**config.mk**
```make
export PLATFORM = sky130hd
export DESIGN_NAME = nearest_neighbor_pixel_scaler_core
export DESIGN_NICKNAME = d
export VERILOG_FILES = /design/src/sv/nnps_pkg.sv /design/src/sv/nnps_ratio_div.sv /design/src/sv/nnps_front.sv /design/src/sv/nnps_queue.sv /design/src/sv/nnps_back.sv /design/src/sv/nearest_neighbor_pixel_scaler_core.sv
export SDC_FILE = /design/constraint.sdc
export NUM_CORES = 2
export LEC_CHECK = 0
export BUFFER_PORTS_ARGS = -buffer_cell sky130_fd_sc_hd__clkbuf_2
export CAP_MARGIN = 20
export CORE_AREA = 2 2 281 283
export DETAILED_ROUTE_END_ITERATION = 16
export DIE_AREA = 0 0 283 285
export PLACE_DENSITY = 0.71
export SLEW_MARGIN = 5
export SYNTH_ARGS = -nofsm -noshare
export SYNTH_HDL_FRONTEND = slang
export SYNTH_SLANG_ARGS = --single-unit
```
**constraint.sdc**
```tcl
create_clock -name clk -period 15.1 [get_ports clk]
set_input_delay 0.755 -clock clk [delete_from_list [all_inputs] [get_ports clk]]
set_output_delay 0.755 -clock clk [all_outputs]
set_load 0.005 [all_outputs]
```
**src/sv/nnps_pkg.sv**
```systemverilog
// ----------------------------------------------------------------------------
// nnps_pkg
// Shared constants, register codes, types and helpers of the nearest-neighbour
// pixel scaler.
// ----------------------------------------------------------------------------
package nnps_pkg;

	localparam int MAX_DIM     = 4096;
	localparam int MAX_SCALE   = 8;
	localparam int FRAC_BITS   = 16;
	localparam int DIM_W       = 13;
	localparam int PIXEL_W     = 32;
	localparam int ADDR_W      = 24;
	localparam int ALPHA_LSB   = 24;
	localparam int ALPHA_W     = 8;
	localparam int CFG_IDX_W   = 3;
	localparam int CNT_W       = $clog2(MAX_DIM);
	localparam int RATIO_W     = FRAC_BITS + $clog2(MAX_SCALE) + 1;
	localparam int ACC_W       = CNT_W + RATIO_W - 1;
	localparam int POS_W       = ACC_W - FRAC_BITS;
	localparam int SPAN_W      = $clog2(MAX_SCALE) + 1;
	localparam int STEP_W      = $clog2(MAX_SCALE);
	localparam int QUEUE_DEPTH = 4;

	localparam logic [RATIO_W-1:0] RATIO_ONE = RATIO_W'(1) << FRAC_BITS;
	localparam logic [RATIO_W-1:0] RATIO_MAX = RATIO_W'(MAX_SCALE) << FRAC_BITS;

	// Register indexes on the configuration port.
	localparam logic [CFG_IDX_W-1:0] REG_SRC_WIDTH        = CFG_IDX_W'(0);
	localparam logic [CFG_IDX_W-1:0] REG_SRC_HEIGHT       = CFG_IDX_W'(1);
	localparam logic [CFG_IDX_W-1:0] REG_DEST_WIDTH       = CFG_IDX_W'(2);
	localparam logic [CFG_IDX_W-1:0] REG_DEST_HEIGHT      = CFG_IDX_W'(3);
	localparam logic [CFG_IDX_W-1:0] REG_DEST_PITCH       = CFG_IDX_W'(4);
	localparam logic [CFG_IDX_W-1:0] REG_SKIP_TRANSPARENT = CFG_IDX_W'(5);

	typedef struct packed {
		logic [DIM_W-1:0] src_width;
		logic [DIM_W-1:0] src_height;
		logic [DIM_W-1:0] dest_width;
		logic [DIM_W-1:0] dest_height;
		logic [DIM_W-1:0] dest_pitch;
		logic             skip_transparent;
	} cfg_t;

	// One source pixel together with the destination block it covers.
	typedef struct packed {
		logic [PIXEL_W-1:0] pixel;
		logic [POS_W-1:0]   x0;
		logic [SPAN_W-1:0]  xspan;
		logic [SPAN_W-1:0]  yspan;
		logic [ADDR_W-1:0]  base;
	} job_t;

	// A size of zero acts as one, a size above the maximum as the maximum.
	function automatic logic [DIM_W-1:0] clamp_dim(input logic [DIM_W-1:0] v);
		logic [DIM_W-1:0] r;
		if (v == '0) begin
			r = DIM_W'(1);
		end else if (v > DIM_W'(MAX_DIM)) begin
			r = DIM_W'(MAX_DIM);
		end else begin
			r = v;
		end
		return r;
	endfunction

endpackage

```
**src/sv/nnps_ratio_div.sv**
```systemverilog
// ----------------------------------------------------------------------------
// nnps_ratio_div
// Restoring divider for one scale ratio: (dest << FRAC_BITS) / src, one
// quotient bit per cycle, clamped to the largest scale.
// ----------------------------------------------------------------------------
module nnps_ratio_div (
	input  logic                          clk,
	input  logic                          arst_n,
	input  logic                          start,
	input  logic [nnps_pkg::DIM_W-1:0]    dst_size,
	input  logic [nnps_pkg::DIM_W-1:0]    src_size,
	output logic [nnps_pkg::RATIO_W-1:0]  ratio,
	output logic                          busy
);

	localparam int DIM_W   = nnps_pkg::DIM_W;
	localparam int RATIO_W = nnps_pkg::RATIO_W;
	localparam int HEAD_W  = RATIO_W - nnps_pkg::FRAC_BITS;
	localparam int STEP_CW = $clog2(RATIO_W);

	logic [DIM_W-1:0]   dst_c;
	logic [DIM_W-1:0]   src_c;
	logic               overflow;
	logic [DIM_W:0]     trial;
	logic [DIM_W:0]     diff;
	logic               ge;
	logic [RATIO_W-1:0] quo_next;

	logic               busy_q;
	logic [STEP_CW-1:0] step_q;
	logic [RATIO_W-1:0] ratio_q;
	logic [DIM_W-1:0]   rem_q;
	logic [DIM_W-1:0]   dvs_q;
	logic [RATIO_W-1:0] num_q;
	logic [RATIO_W-1:0] quo_q;

	always_comb begin
		dst_c    = nnps_pkg::clamp_dim(dst_size);
		src_c    = nnps_pkg::clamp_dim(src_size);
		// A quotient that would not fit the ratio width is clamped at once.
		overflow = (DIM_W + HEAD_W)'(dst_c) >= {src_c, {HEAD_W{1'b0}}};
		trial    = {rem_q, num_q[RATIO_W-1]};
		diff     = trial - (DIM_W + 1)'(dvs_q);
		ge       = trial >= (DIM_W + 1)'(dvs_q);
		quo_next = {quo_q[RATIO_W-2:0], ge};
	end

	always_ff @(posedge clk or negedge arst_n) begin
		if (!arst_n) begin
			busy_q  <= 1'b0;
			step_q  <= '0;
			ratio_q <= nnps_pkg::RATIO_ONE;
		end else if (start) begin
			step_q <= '0;
			if (overflow) begin
				busy_q  <= 1'b0;
				ratio_q <= nnps_pkg::RATIO_MAX;
			end else begin
				busy_q <= 1'b1;
			end
		end else if (busy_q) begin
			step_q <= step_q + STEP_CW'(1);
			if (step_q == STEP_CW'(RATIO_W - 1)) begin
				busy_q  <= 1'b0;
				ratio_q <= (quo_next > nnps_pkg::RATIO_MAX) ? nnps_pkg::RATIO_MAX : quo_next;
			end
		end
	end

	always_ff @(posedge clk) begin
		if (start) begin
			rem_q <= dst_c >> HEAD_W;
			dvs_q <= src_c;
			num_q <= {dst_c[HEAD_W-1:0], {nnps_pkg::FRAC_BITS{1'b0}}};
			quo_q <= '0;
		end else if (busy_q) begin
			rem_q <= ge ? diff[DIM_W-1:0] : trial[DIM_W-1:0];
			num_q <= {num_q[RATIO_W-2:0], 1'b0};
			quo_q <= quo_next;
		end
	end

	assign ratio = ratio_q;
	assign busy  = busy_q;

endmodule

```
**src/sv/nnps_front.sv**
```systemverilog
// ----------------------------------------------------------------------------
// nnps_front
// Accepts source pixels, tracks the raster position, works out the
// destination block of each pixel and queues it unless it is dropped.
// ----------------------------------------------------------------------------
module nnps_front (
	input  logic                          clk,
	input  logic                          arst_n,
	input  nnps_pkg::cfg_t                cfg,
	input  logic [nnps_pkg::RATIO_W-1:0]  width_ratio_next,
	input  logic [nnps_pkg::RATIO_W-1:0]  height_ratio_next,
	input  logic                          hold,
	input  logic                          src_valid,
	output logic                          src_ready,
	input  logic [nnps_pkg::PIXEL_W-1:0]  src_pixel,
	input  logic                          queue_full,
	output logic                          push,
	output nnps_pkg::job_t                job
);

	localparam int CNT_W     = nnps_pkg::CNT_W;
	localparam int ACC_W     = nnps_pkg::ACC_W;
	localparam int DIM_W     = nnps_pkg::DIM_W;
	localparam int RATIO_W   = nnps_pkg::RATIO_W;
	localparam int FRAC_BITS = nnps_pkg::FRAC_BITS;
	localparam int POS_W     = nnps_pkg::POS_W;
	localparam int SPAN_W    = nnps_pkg::SPAN_W;

	logic [CNT_W-1:0]   col_count_q;
	logic [CNT_W-1:0]   row_count_q;
	logic [ACC_W-1:0]   col_accum_q;
	logic [ACC_W-1:0]   row_accum_q;
	logic [RATIO_W-1:0] width_ratio_q;
	logic [RATIO_W-1:0] height_ratio_q;

	logic                      accept;
	logic                      frame_start;
	logic [RATIO_W-1:0]        wr_eff;
	logic [RATIO_W-1:0]        hr_eff;
	logic [RATIO_W:0]          x_sum;
	logic [RATIO_W:0]          y_sum;
	logic [SPAN_W-1:0]         xspan;
	logic [SPAN_W-1:0]         yspan;
	logic [POS_W-1:0]          y0;
	logic [POS_W+DIM_W-1:0]    base_full;
	logic [nnps_pkg::ALPHA_W-1:0] alpha;
	logic                      drop;
	logic [DIM_W-1:0]          col_inc;
	logic [DIM_W-1:0]          row_inc;
	logic                      col_wrap;
	logic                      row_wrap;

	always_comb begin
		src_ready   = !queue_full && !hold;
		accept      = src_valid && src_ready;
		frame_start = (col_count_q == '0) && (row_count_q == '0);
		// The first pixel of a frame takes up the freshly computed ratios.
		wr_eff      = frame_start ? width_ratio_next : width_ratio_q;
		hr_eff      = frame_start ? height_ratio_next : height_ratio_q;
		// Block size is the carry out of the fraction plus the ratio.
		x_sum       = (RATIO_W + 1)'(col_accum_q[FRAC_BITS-1:0]) + (RATIO_W + 1)'(wr_eff);
		y_sum       = (RATIO_W + 1)'(row_accum_q[FRAC_BITS-1:0]) + (RATIO_W + 1)'(hr_eff);
		xspan       = x_sum[FRAC_BITS +: SPAN_W];
		yspan       = y_sum[FRAC_BITS +: SPAN_W];
		y0          = row_accum_q[ACC_W-1:FRAC_BITS];
		base_full   = y0 * cfg.dest_pitch;
		alpha       = src_pixel[nnps_pkg::ALPHA_LSB +: nnps_pkg::ALPHA_W];
		drop        = (cfg.skip_transparent && (alpha == '0)) || (xspan == '0) || (yspan == '0);
		push        = accept && !drop;

		job.pixel   = src_pixel;
		job.x0      = col_accum_q[ACC_W-1:FRAC_BITS];
		job.xspan   = xspan;
		job.yspan   = yspan;
		job.base    = base_full[nnps_pkg::ADDR_W-1:0];

		col_inc     = DIM_W'(col_count_q) + DIM_W'(1);
		row_inc     = DIM_W'(row_count_q) + DIM_W'(1);
		col_wrap    = col_inc >= nnps_pkg::clamp_dim(cfg.src_width);
		row_wrap    = row_inc >= nnps_pkg::clamp_dim(cfg.src_height);
	end

	always_ff @(posedge clk or negedge arst_n) begin
		if (!arst_n) begin
			col_count_q    <= '0;
			row_count_q    <= '0;
			col_accum_q    <= '0;
			row_accum_q    <= '0;
			width_ratio_q  <= nnps_pkg::RATIO_ONE;
			height_ratio_q <= nnps_pkg::RATIO_ONE;
		end else if (accept) begin
			if (frame_start) begin
				width_ratio_q  <= width_ratio_next;
				height_ratio_q <= height_ratio_next;
			end
			if (col_wrap) begin
				col_count_q <= '0;
				col_accum_q <= '0;
				if (row_wrap) begin
					row_count_q <= '0;
					row_accum_q <= '0;
				end else begin
					row_count_q <= row_inc[CNT_W-1:0];
					row_accum_q <= row_accum_q + ACC_W'(hr_eff);
				end
			end else begin
				col_count_q <= col_inc[CNT_W-1:0];
				col_accum_q <= col_accum_q + ACC_W'(wr_eff);
			end
		end
	end

endmodule

```
**src/sv/nnps_queue.sv**
```systemverilog
// ----------------------------------------------------------------------------
// nnps_queue
// Short first-in first-out queue of pixel jobs between front and back.
// ----------------------------------------------------------------------------
module nnps_queue (
	input  logic           clk,
	input  logic           arst_n,
	input  logic           push,
	input  nnps_pkg::job_t wr_job,
	output logic           full,
	input  logic           pop,
	output logic           job_valid,
	output nnps_pkg::job_t rd_job
);

	localparam int DEPTH = nnps_pkg::QUEUE_DEPTH;
	localparam int PTR_W = $clog2(DEPTH);

	nnps_pkg::job_t   entries_q [DEPTH];
	logic [PTR_W-1:0] wr_ptr_q;
	logic [PTR_W-1:0] rd_ptr_q;
	logic [PTR_W:0]   count_q;

	assign full      = count_q == (PTR_W + 1)'(DEPTH);
	assign job_valid = count_q != '0;
	assign rd_job    = entries_q[rd_ptr_q];

	always_ff @(posedge clk or negedge arst_n) begin
		if (!arst_n) begin
			wr_ptr_q <= '0;
			rd_ptr_q <= '0;
			count_q  <= '0;
		end else begin
			if (push) begin
				wr_ptr_q <= wr_ptr_q + PTR_W'(1);
			end
			if (pop) begin
				rd_ptr_q <= rd_ptr_q + PTR_W'(1);
			end
			if (push && !pop) begin
				count_q <= count_q + (PTR_W + 1)'(1);
			end else if (pop && !push) begin
				count_q <= count_q - (PTR_W + 1)'(1);
			end
		end
	end

	always_ff @(posedge clk) begin
		if (push) begin
			entries_q[wr_ptr_q] <= wr_job;
		end
	end

endmodule

```
**src/sv/nnps_back.sv**
```systemverilog
// ----------------------------------------------------------------------------
// nnps_back
// Walks the destination block of the job at the queue head, row by row and
// left to right, driving one word per cycle into the free output register.
// ----------------------------------------------------------------------------
module nnps_back (
	input  logic                          clk,
	input  logic                          arst_n,
	input  logic                          job_valid,
	input  nnps_pkg::job_t                job,
	output logic                          pop,
	input  logic [nnps_pkg::DIM_W-1:0]    dest_pitch,
	output logic                          dest_valid,
	input  logic                          dest_ready,
	output logic [nnps_pkg::ADDR_W-1:0]   dest_address,
	output logic [nnps_pkg::PIXEL_W-1:0]  out_pixel,
	output logic                          run_last
);

	localparam int ADDR_W = nnps_pkg::ADDR_W;
	localparam int SPAN_W = nnps_pkg::SPAN_W;
	localparam int STEP_W = nnps_pkg::STEP_W;

	logic [STEP_W-1:0]  xi_q;
	logic [STEP_W-1:0]  yi_q;
	logic [ADDR_W-1:0]  row_off_q;
	logic               dest_valid_q;
	logic [ADDR_W-1:0]  dest_address_q;
	logic [nnps_pkg::PIXEL_W-1:0] out_pixel_q;
	logic               run_last_q;

	logic              advance;
	logic              last_x;
	logic              last_y;
	logic [ADDR_W-1:0] addr;

	always_comb begin
		advance = job_valid && (!dest_valid_q || dest_ready);
		last_x  = SPAN_W'(xi_q) == (job.xspan - SPAN_W'(1));
		last_y  = SPAN_W'(yi_q) == (job.yspan - SPAN_W'(1));
		pop     = advance && last_x && last_y;
		addr    = job.base + row_off_q + ADDR_W'(job.x0) + ADDR_W'(xi_q);
	end

	always_ff @(posedge clk or negedge arst_n) begin
		if (!arst_n) begin
			xi_q         <= '0;
			yi_q         <= '0;
			row_off_q    <= '0;
			dest_valid_q <= 1'b0;
		end else begin
			if (advance) begin
				dest_valid_q <= 1'b1;
				if (last_x) begin
					xi_q <= '0;
					if (last_y) begin
						yi_q      <= '0;
						row_off_q <= '0;
					end else begin
						yi_q      <= yi_q + STEP_W'(1);
						row_off_q <= row_off_q + ADDR_W'(dest_pitch);
					end
				end else begin
					xi_q <= xi_q + STEP_W'(1);
				end
			end else if (dest_ready) begin
				dest_valid_q <= 1'b0;
			end
		end
	end

	always_ff @(posedge clk) begin
		if (advance) begin
			dest_address_q <= addr;
			out_pixel_q    <= job.pixel;
			run_last_q     <= last_x && last_y;
		end
	end

	assign dest_valid   = dest_valid_q;
	assign dest_address = dest_address_q;
	assign out_pixel    = out_pixel_q;
	assign run_last     = run_last_q;

endmodule

```
**src/sv/nearest_neighbor_pixel_scaler_core.sv**
```systemverilog
// ----------------------------------------------------------------------------
// nearest_neighbor_pixel_scaler_core
// Nearest-neighbour scaler: replicates raster-order source pixels into their
// destination blocks and emits each destination pixel with its address.
// ----------------------------------------------------------------------------
// Usage. Source pixels enter on the src channel (src_valid, src_ready,
// src_pixel) in raster order. Each destination word leaves on the dest channel
// (dest_valid, dest_ready, dest_address, out_pixel, run_last); run_last marks
// the final word of the block produced by one source pixel. A source pixel
// whose block is empty, or a transparent pixel when skipping is enabled,
// produces no word but still advances the raster position.
// Registers are written through the cfg channel (cfg_valid, cfg_ready,
// cfg_index, cfg_data); the user must write them only while the block is
// idle, which the block itself does not enforce. After every write the two
// scale ratios are recomputed by bit-serial dividers; src_ready stays low
// while they run. The ratios are taken up at the first pixel of each frame.
// With an empty queue and a free output register, an accepted pixel is first
// written into the job queue and its first word then into the output register.
// Throughput: the back end emits one word per cycle while the receiver is
// ready, and each queued pixel's block has at least one and at most 64 words;
// a twofold upscale gives four words per pixel. A four-entry job queue lets
// the front keep accepting while the back end works or the receiver stalls; a
// stalled receiver holds the output word and in time fills the queue.
// Reset clears the position, the queue and the output valid flag and restores
// all sizes to one, the ratios to one and transparency skipping to off.
// ----------------------------------------------------------------------------
module nearest_neighbor_pixel_scaler_core (
	input  logic                           clk,
	input  logic                           arst_n,
	input  logic                           src_valid,
	output logic                           src_ready,
	input  logic [nnps_pkg::PIXEL_W-1:0]   src_pixel,
	output logic                           dest_valid,
	input  logic                           dest_ready,
	output logic [nnps_pkg::ADDR_W-1:0]    dest_address,
	output logic [nnps_pkg::PIXEL_W-1:0]   out_pixel,
	output logic                           run_last,
	input  logic                           cfg_valid,
	output logic                           cfg_ready,
	input  logic [nnps_pkg::CFG_IDX_W-1:0] cfg_index,
	input  logic [nnps_pkg::DIM_W-1:0]     cfg_data
);

	nnps_pkg::cfg_t cfg_q;
	logic           div_start_q;

	logic [nnps_pkg::RATIO_W-1:0] width_ratio_next;
	logic [nnps_pkg::RATIO_W-1:0] height_ratio_next;
	logic                         width_busy;
	logic                         height_busy;
	logic                         hold;

	logic           push;
	nnps_pkg::job_t wr_job;
	logic           queue_full;
	logic           pop;
	logic           job_valid;
	nnps_pkg::job_t rd_job;

	// The configuration port never stalls.
	assign cfg_ready = 1'b1;

	always_ff @(posedge clk or negedge arst_n) begin
		if (!arst_n) begin
			cfg_q.src_width        <= nnps_pkg::DIM_W'(1);
			cfg_q.src_height       <= nnps_pkg::DIM_W'(1);
			cfg_q.dest_width       <= nnps_pkg::DIM_W'(1);
			cfg_q.dest_height      <= nnps_pkg::DIM_W'(1);
			cfg_q.dest_pitch       <= nnps_pkg::DIM_W'(1);
			cfg_q.skip_transparent <= 1'b0;
			div_start_q            <= 1'b0;
		end else begin
			// The dividers start in the cycle after a write, once the new size
			// is in its register.
			div_start_q <= cfg_valid && cfg_ready;
			if (cfg_valid && cfg_ready) begin
				unique case (cfg_index)
					nnps_pkg::REG_SRC_WIDTH: begin
						cfg_q.src_width <= cfg_data;
					end
					nnps_pkg::REG_SRC_HEIGHT: begin
						cfg_q.src_height <= cfg_data;
					end
					nnps_pkg::REG_DEST_WIDTH: begin
						cfg_q.dest_width <= cfg_data;
					end
					nnps_pkg::REG_DEST_HEIGHT: begin
						cfg_q.dest_height <= cfg_data;
					end
					nnps_pkg::REG_DEST_PITCH: begin
						cfg_q.dest_pitch <= cfg_data;
					end
					nnps_pkg::REG_SKIP_TRANSPARENT: begin
						cfg_q.skip_transparent <= cfg_data[0];
					end
					default: begin
					end
				endcase
			end
		end
	end

	nnps_ratio_div u_width_div (
		.clk      (clk),
		.arst_n   (arst_n),
		.start    (div_start_q),
		.dst_size (cfg_q.dest_width),
		.src_size (cfg_q.src_width),
		.ratio    (width_ratio_next),
		.busy     (width_busy)
	);

	nnps_ratio_div u_height_div (
		.clk      (clk),
		.arst_n   (arst_n),
		.start    (div_start_q),
		.dst_size (cfg_q.dest_height),
		.src_size (cfg_q.src_height),
		.ratio    (height_ratio_next),
		.busy     (height_busy)
	);

	// No pixel is taken while a ratio is still being worked out.
	assign hold = div_start_q || width_busy || height_busy;

	nnps_front u_front (
		.clk               (clk),
		.arst_n            (arst_n),
		.cfg               (cfg_q),
		.width_ratio_next  (width_ratio_next),
		.height_ratio_next (height_ratio_next),
		.hold              (hold),
		.src_valid         (src_valid),
		.src_ready         (src_ready),
		.src_pixel         (src_pixel),
		.queue_full        (queue_full),
		.push              (push),
		.job               (wr_job)
	);

	nnps_queue u_queue (
		.clk       (clk),
		.arst_n    (arst_n),
		.push      (push),
		.wr_job    (wr_job),
		.full      (queue_full),
		.pop       (pop),
		.job_valid (job_valid),
		.rd_job    (rd_job)
	);

	nnps_back u_back (
		.clk          (clk),
		.arst_n       (arst_n),
		.job_valid    (job_valid),
		.job          (rd_job),
		.pop          (pop),
		.dest_pitch   (cfg_q.dest_pitch),
		.dest_valid   (dest_valid),
		.dest_ready   (dest_ready),
		.dest_address (dest_address),
		.out_pixel    (out_pixel),
		.run_last     (run_last)
	);

endmodule

```
Word level (Yosys, flattened, before mapping)

Memory sizes are Yosys's and may differ from the RTL's.
Cells that the tools add are included.

Flip-flop bits (word level): 438
Latch bits: 0
Bits in writable memories: 316
Memory bits (read-only): 0
Output and inout port bits: 60
Logic and storage cells: 191
Memories kept: 1

Add/subtract/negate cells: 22
Multipliers: 1
Divide/modulo/power cells: 0
Magnitude comparators: 12
Eq/ne operators: 12
Shifts and indexed selects: 0
Mux-type cells: 55
Bitwise gates (word level): 0
Reduce and logical (&&, ||, !) cells: 49

Memories:

| memory            | words | width | read ports | clocked after memory_dff | write ports | line             | RTL |
|---|---|---|---|---|---|---|---|
| u_queue.entries_q | 4     | 79    | 1          | 0                        | 1           | nnps_queue.sv:19 | `nnps_pkg::job_t entries_q [DEPTH];` |

Operators with widths:

| kind                                                            | count |
|---|---|
| 20-bit two-way mux                                              | 16 |
| 13-bit two-way mux                                              | 10 |
| 31-bit by 20-bit adder with 31-bit output                       | 2 |
| 31-bit two-way mux                                              | 2 |
| 13-bit > comparator, second input constant                      | 4 |
| 13-bit logical NOT                                              | 4 |
| 16-bit by 20-bit adder with 20-bit output                       | 2 |
| 20-bit > comparator, second input constant                      | 2 |
| 9-bit two-way mux                                               | 4 |
| 13-bit by 17-bit greater-or-equal comparator with 1-bit output  | 2 |
| 14-bit by 13-bit greater-or-equal comparator with 1-bit output  | 2 |
| 12-bit by 1-bit adder with 13-bit output, second input constant | 2 |
| 13-bit greater-or-equal comparator                              | 2 |
| 13-bit subtractor                                               | 2 |
| 24-bit by 13-bit adder with 24-bit output                       | 1 |
| 24-bit by 15-bit adder with 24-bit output                       | 1 |
| 24-bit adder                                                    | 1 |
| 24-bit by 3-bit adder with 24-bit output                        | 1 |
| 12-bit logical NOT                                              | 2 |
| 15-bit by 13-bit multiplier with 24-bit output                  | 1 |
| 12-bit two-way mux                                              | 2 |
| 24-bit two-way mux                                              | 1 |
| 5-bit two-way mux                                               | 4 |
| 2-bit AND reduction                                             | 8 |
| other kinds (22)                                                | 73 |

Longest topological paths before layout

Word-level depth: 13
Depth in mapped cells: 23
Depth with buffers taken out: 21

By module

From an unflattened synthesis, not the netlist that was laid out.

Cell total of the unflattened synthesis: 3773
Area total of the unflattened synthesis: 43767.0 um2

By module, submodules not included:

| module                             | instances | cells an instance | area each (um2) | sequential area each (um2) |
|---|---|---|---|---|
| nnps_front                         | 1         | 1734              | 14756.7         | 3155.5 |
| nnps_queue                         | 1         | 447               | 11875.1         | 9664.3 |
| nnps_ratio_div                     | 2         | 435               | 4275.4          | 1893.1 |
| nnps_back                          | 1         | 575               | 6002.0          | 2487.4 |
| nearest_neighbor_pixel_scaler_core | 1         | 147               | 2582.5          | 1682.9 |

Least setup slack after synthesis

No wires, ideal clock.

Kind: register to register
From: register u_front.row_count_q[7]
To: memory u_queue.entries_q[0][0] (netlist name), enable pin
Setup time: 0.446 ns
Arrival: 6.377 ns
Setup slack: 8.277 ns
Cell stages (with the launch flop): 16
Path buffers: 2
Period minus slack after synthesis: 6.823 ns
Cell sequence: dfrtp_1 > or4_4 > nor4_4 > buf_6 > buf_2 > mux2_2 > ha_1 > fa_1 > a21o_1 > a41o_1 > o31a_1 > o21ai_2 > o221ai_1 > mux2_2 > a211oi_4 > and2_1

Elaborated cells between the ends (all ways): 14

RTL lines:

| element                                   | line                                     | RTL |
|---|---|---|
| from (decl)                               | nnps_front.sv:30                         | `logic [CNT_W-1:0] row_count_q;` |
| from (signal assigned)                    | nnps_front.sv:103                        | `row_count_q <= row_inc[CNT_W-1:0];` |
| 12-bit logical NOT                        | nnps_front.sv:56                         | `frame_start = (col_count_q == '0) && (row_count_q == '0);` |
| 1-bit logical AND                         | nnps_front.sv:56                         |  |
| 20-bit two-way mux                        | nnps_front.sv:59                         | `hr_eff = frame_start ? height_ratio_next : height_ratio_q;` |
| named net u_front.hr_eff[0]               | nnps_front.sv:39                         | `logic [RATIO_W-1:0] hr_eff;` |
| 16-bit by 20-bit adder with 20-bit output | nnps_front.sv:62                         | `y_sum = (RATIO_W + 1)'(row_accum_q[FRAC_BITS-1:0]) + (RATIO_W + 1)'(hr_eff);` |
| 4-bit logical NOT                         | nnps_front.sv:68                         | `drop = (cfg.skip_transparent && (alpha == '0)) \|\| (xspan == '0) \|\| (yspan == '0);` |
| 1-bit logical OR                          | nnps_front.sv:68                         |  |
| 1-bit logical NOT                         | nnps_front.sv:69                         | `push = accept && !drop;` |
| 1-bit logical AND                         | nnps_front.sv:69                         |  |
| named net push                            | nearest_neighbor_pixel_scaler_core.sv:53 | `logic push;` |
| 1-bit two-way mux                         | nnps_queue.sv:49                         | `if (push) begin` |
| 1-bit two-way mux (not written as such)   | nnps_queue.sv:50                         | `entries_q[wr_ptr_q] <= wr_job;` |
| to (decl)                                 | nnps_queue.sv:19                         |  |

The timed path passes the listed nets, and every way through them passes these cells.

Worst setup path after layout

From: register u_front.row_count_q[0]
To: memory u_queue.entries_q[1][18] (netlist name), enable pin

The elaborated chain is that of the path after synthesis.

==> results.md <==
* Power Total at between 5 and 6 mW
* Detailed Place HPWL at 63.9 mm
* # port buffers at about 110
* Worst-Skew Late Latency at 0.65 ns
* Worst reg2reg path startpoint: u_front.row_count_q[0]
* Iteration-0 DRC Markers at 1,861
* Async set or reset register ratio after synthesis at 37.5%
* Fmax at 0.150 GHz
* Largest net degree at the start of global routing at 105
* Comb pwr share at 16.3%
* Die width at around 280 um
* Synth warn at 0
* Worst-path fanout max at 50
* Number of routed nets with antenna violations at 0
* Via count at 27,200
* Layout net count at 4,135
* CTS Hold Bufs at 0
* Yosys reg bits at 754
* Mapped cell area at about 42,000 um^2
* RSZ-0062 raised after global routing: no
* Root Driver: clkbuf_16
* Max H-tree Level at 3
* Worst slew margin at 26.7%
* Reg2Reg Setup Slack at 8.45 ns
* Clk pin slew, worst setup/hold paths at 0.06 ns
* Number of iterations in the first detailed-routing pass at 5
* IO Pins at 113
* Final Max Tran Viols at 0
* Power density cells at between 100 and 150 nW/um^2
* Setup Buffers After CTS at 0
* Most numerous cell in the Yosys netlist: nand2_1
* CP cell instances: inv_1 > ha_1 > nor4bb_1 > nand4_1 > nor4_4 > buf_4 > mux2_2 > ha_1 > fa_1 > a21o_1 > a41o_1 > o31a_1 > o21ai_2 > o221ai_1 > mux2_2 > a211oi_4 > and2_4 > buf_4
* Area delta synth->final at 10.1%
* Synth cell types at 85
* Sequential fraction of the synthesis area at 49.0%
* Die area at 80,700 um^2
* Gpl congestion at 0.831
* Synth top area share at 30.1%
* Vias in the first global route at 27,500
* R2r endpoint: u_queue.entries_q[1][18]
* Top post-synthesis cells by count: 444 x nand2_1, 425 x edfxtp_1, 276 x inv_1, 274 x dfrtp_1, 247 x ha_1
* Clock share of power at 37.0%
* Hold Crit Class: primary input to async pin
* CTS max path bufs at 3
* Post-synth top area cell: edfxtp_1
* Post-synth EDFFs at 425
* Gr usage total at 22.9%
* Instance count of the mapped netlist at 3,585
* CP Capture Type: register
* FP Rows at 103
* Starting Density at a little over half
* Die Y at 285 um
* Initial antenna violation count at 1
* Setup violations, final at 0
* Data arrival time of the worst path at 6.90 ns
* Cell count of the worst reg-to-reg path at 18
* Syn nets at 4,047
* Switching Share at a little over a quarter
* GRT overflow at 0
* Crit Path Class: register to register
* Startpoint Class: register
* Share of cells above drive strength 1 at 13.5%
* Worst-Margin Slew at 1.09 ns
* Ranking of synthesized cells by area: edfxtp_1 30%, dfrtp_1 16%, fa_1 7.6%
* Int Pwr at about 3.8 mW
* Final Critical Period at 6.65 ns
* Critical-path top delay cell: buf_4
* Avg Inst Size Synth at 11.8 um^2
* Status: completed
* Seq pwr share at 46.7%
* # diodes at 0
* Setup TNS at 0 ns
* Final Hold Fails at 0
* Residual DRC at 0
* Via density at approximately 5.7
* Core Region at 78,000 um^2
* Clock Skew at 0.0379 ns
* Top FF cell, synth: edfxtp_1
* Post-CTS resize count at 0
* # clock sinks at approximately 750
* Final worst-path cycle share at between 40% and 50%
* CTS tree: built
* First-pass GRT wire length at 148 mm
* NetSw at 1.42 mW
* Leakage power at 20.4 nW
* Slowest stage delay, CP at 0.66 ns
* Critical Path RT at 15.36 ns
* Maximum VDD drop at 0.0000881 V
* DR WL/cell at 19.0 um
* CTS Buf Count at 81
* DRT Wirelength at between 90 and 100 mm
* Max-Cap Viols at 0
==> stage by stage <==
step / hold slack (ns) / setup WS [ns] / utilization (%) / std cells / area, um^2
after floorplan: 0.442 / 8.28 / - / 3585 / 42400
after global placement: 0.454 / 8.43 / 56.5 / 4637 / 44000
after detailed placement: 0.458 / 8.44 / 56.5 / 4639 / 44000
after CTS: 0.212 / 8.40 / 59.8 / 4789 / 46600
after global routing: 0.252 / 8.00 / 59.9 / 4790 / 46700
final: 0.188 / 8.45 / 59.9 / 4790 / 46700
==> per-layer routing <==
layer / global-route usage, % / part of all wire [%]
met5: 0 / 0
met4: 7.23 / 2.9
met3: 3.56 / 4.5
met2: 38.4 / 49
met1: 30.8 / 44
==> worst max-delay path, delay by kind of cell, from the launching register on <==
family                   cells  cell delay [ns]
AO/OA/AOI/OAI                6             1.64
adder cells (fa/ha/maj)      3             0.80
buffers and inverters        3             1.34
flip-flops                   1             0.45
multiplexers                 2             0.79
AND/OR/NAND/NOR              4             1.21
==> power by group through the flow <==
stage | clock, mW | combinational (mW) | sequential (mW)
5_1_grt | 2.04 | 0.949 | 2.44
6_report | 1.92 | 0.842 | 2.42
4_1_cts | 1.95 | 0.845 | 2.42
3_5_place_dp | 0 | 0.840 | 2.46
2_1_floorplan | 0 | 0.666 | 2.40
3_3_place_gp | 0 | 0.822 | 2.46
==> how the worst max path moves through the flow <==
stage | startpoint | to | slack [ns] | cells after the start
4_1_cts | u_front.row_count_q[0] | u_queue.entries_q[1][18] | 8.40 | 18
6_report | u_front.row_count_q[0] | u_queue.entries_q[1][18] | 8.45 | 18
3_5_place_dp | u_front.row_count_q[0] | u_queue.entries_q[1][69] | 8.44 | 18
2_1_floorplan | u_front.row_count_q[7] | u_queue.entries_q[0][0] | 8.28 | 15
5_1_grt | u_front.row_count_q[0] | u_queue.entries_q[1][18] | 8.00 | 18
3_3_place_gp | u_front.row_count_q[0] | u_queue.entries_q[3][21] | 8.43 | 18
==> kinds of logic (layout without fill, tap and decap cells) <==
logic type | Yosys count | after routing | share of synthesized area, %
xor+xnor | 158 | 158 | 3.26
compound gates | 551 | 551 | 8.76
other cells | 1 | 1 | 0.00884
flops | 754 | 754 | 49.0
mux | 266 | 266 | 8.91
fa+ha+maj | 409 | 409 | 14.9
buf+inv | 414 | 569 | 3.75
simple gates | 1032 | 1032 | 11.4
==> cell type report <==
| type | instances | area, um^2 |
|---|---|---|
| clock buffer | 108 | 2230 |
| clock inverter | 42 | 367 |
| fill | 6119 | 31300 |
| inverter | 277 | 1040 |
| multi-input combinational | 2417 | 20100 |
| sequential | 754 | 20800 |
| tap | 1050 | 1310 |
| timing repair buffer | 142 | 838 |
==> sequential cells by signal (all words and copies together), names as in the netlist, 12 cells and up <==
register,flops
u_width_div.dvs_q,13
u_front.height_ratio_q,20
u_front.row_count_q,12
u_front.col_count_q,12
u_back.out_pixel,32
cfg_q,66
u_height_div.quo_q,19
u_height_div.dvs_q,13
u_width_div.rem_q,13
u_width_div.ratio,20
u_front.col_accum_q,31
u_front.row_accum_q,31
u_front.width_ratio_q,20
u_height_div.rem_q,13
u_queue.entries_q,316
u_back.row_off_q,24
u_width_div.quo_q,19
u_back.dest_address,24
u_height_div.ratio,20
==> cell usage in the layout (no fill, tap or decap), types with 31 or more instances in the layout <==
master | netlist | layout
nand2_1 | 444 | 443
clkbuf_2 | 0 | 110
mux2i_1 | 80 | 80
dfxtp_1 | 46 | 46
a21o_1 | 43 | 43
edfxtp_1 | 425 | 425
o31ai_1 | 37 | 37
ha_1 | 247 | 247
dfrtp_1 | 274 | 271
xnor2_1 | 102 | 102
xor2_1 | 56 | 56
o21ai_0 | 121 | 120
nor2b_1 | 34 | 34
fa_1 | 162 | 162
a21oi_1 | 118 | 118
mux2_2 | 107 | 107
clkbuf_16 | 0 | 83
nor3_1 | 50 | 48
nand3_1 | 56 | 56
and2_1 | 98 | 93
inv_1 | 276 | 275
nor2_1 | 192 | 192
mux4_2 | 78 | 78
o21a_1 | 31 | 31
(Power assumes the default switching activity.)
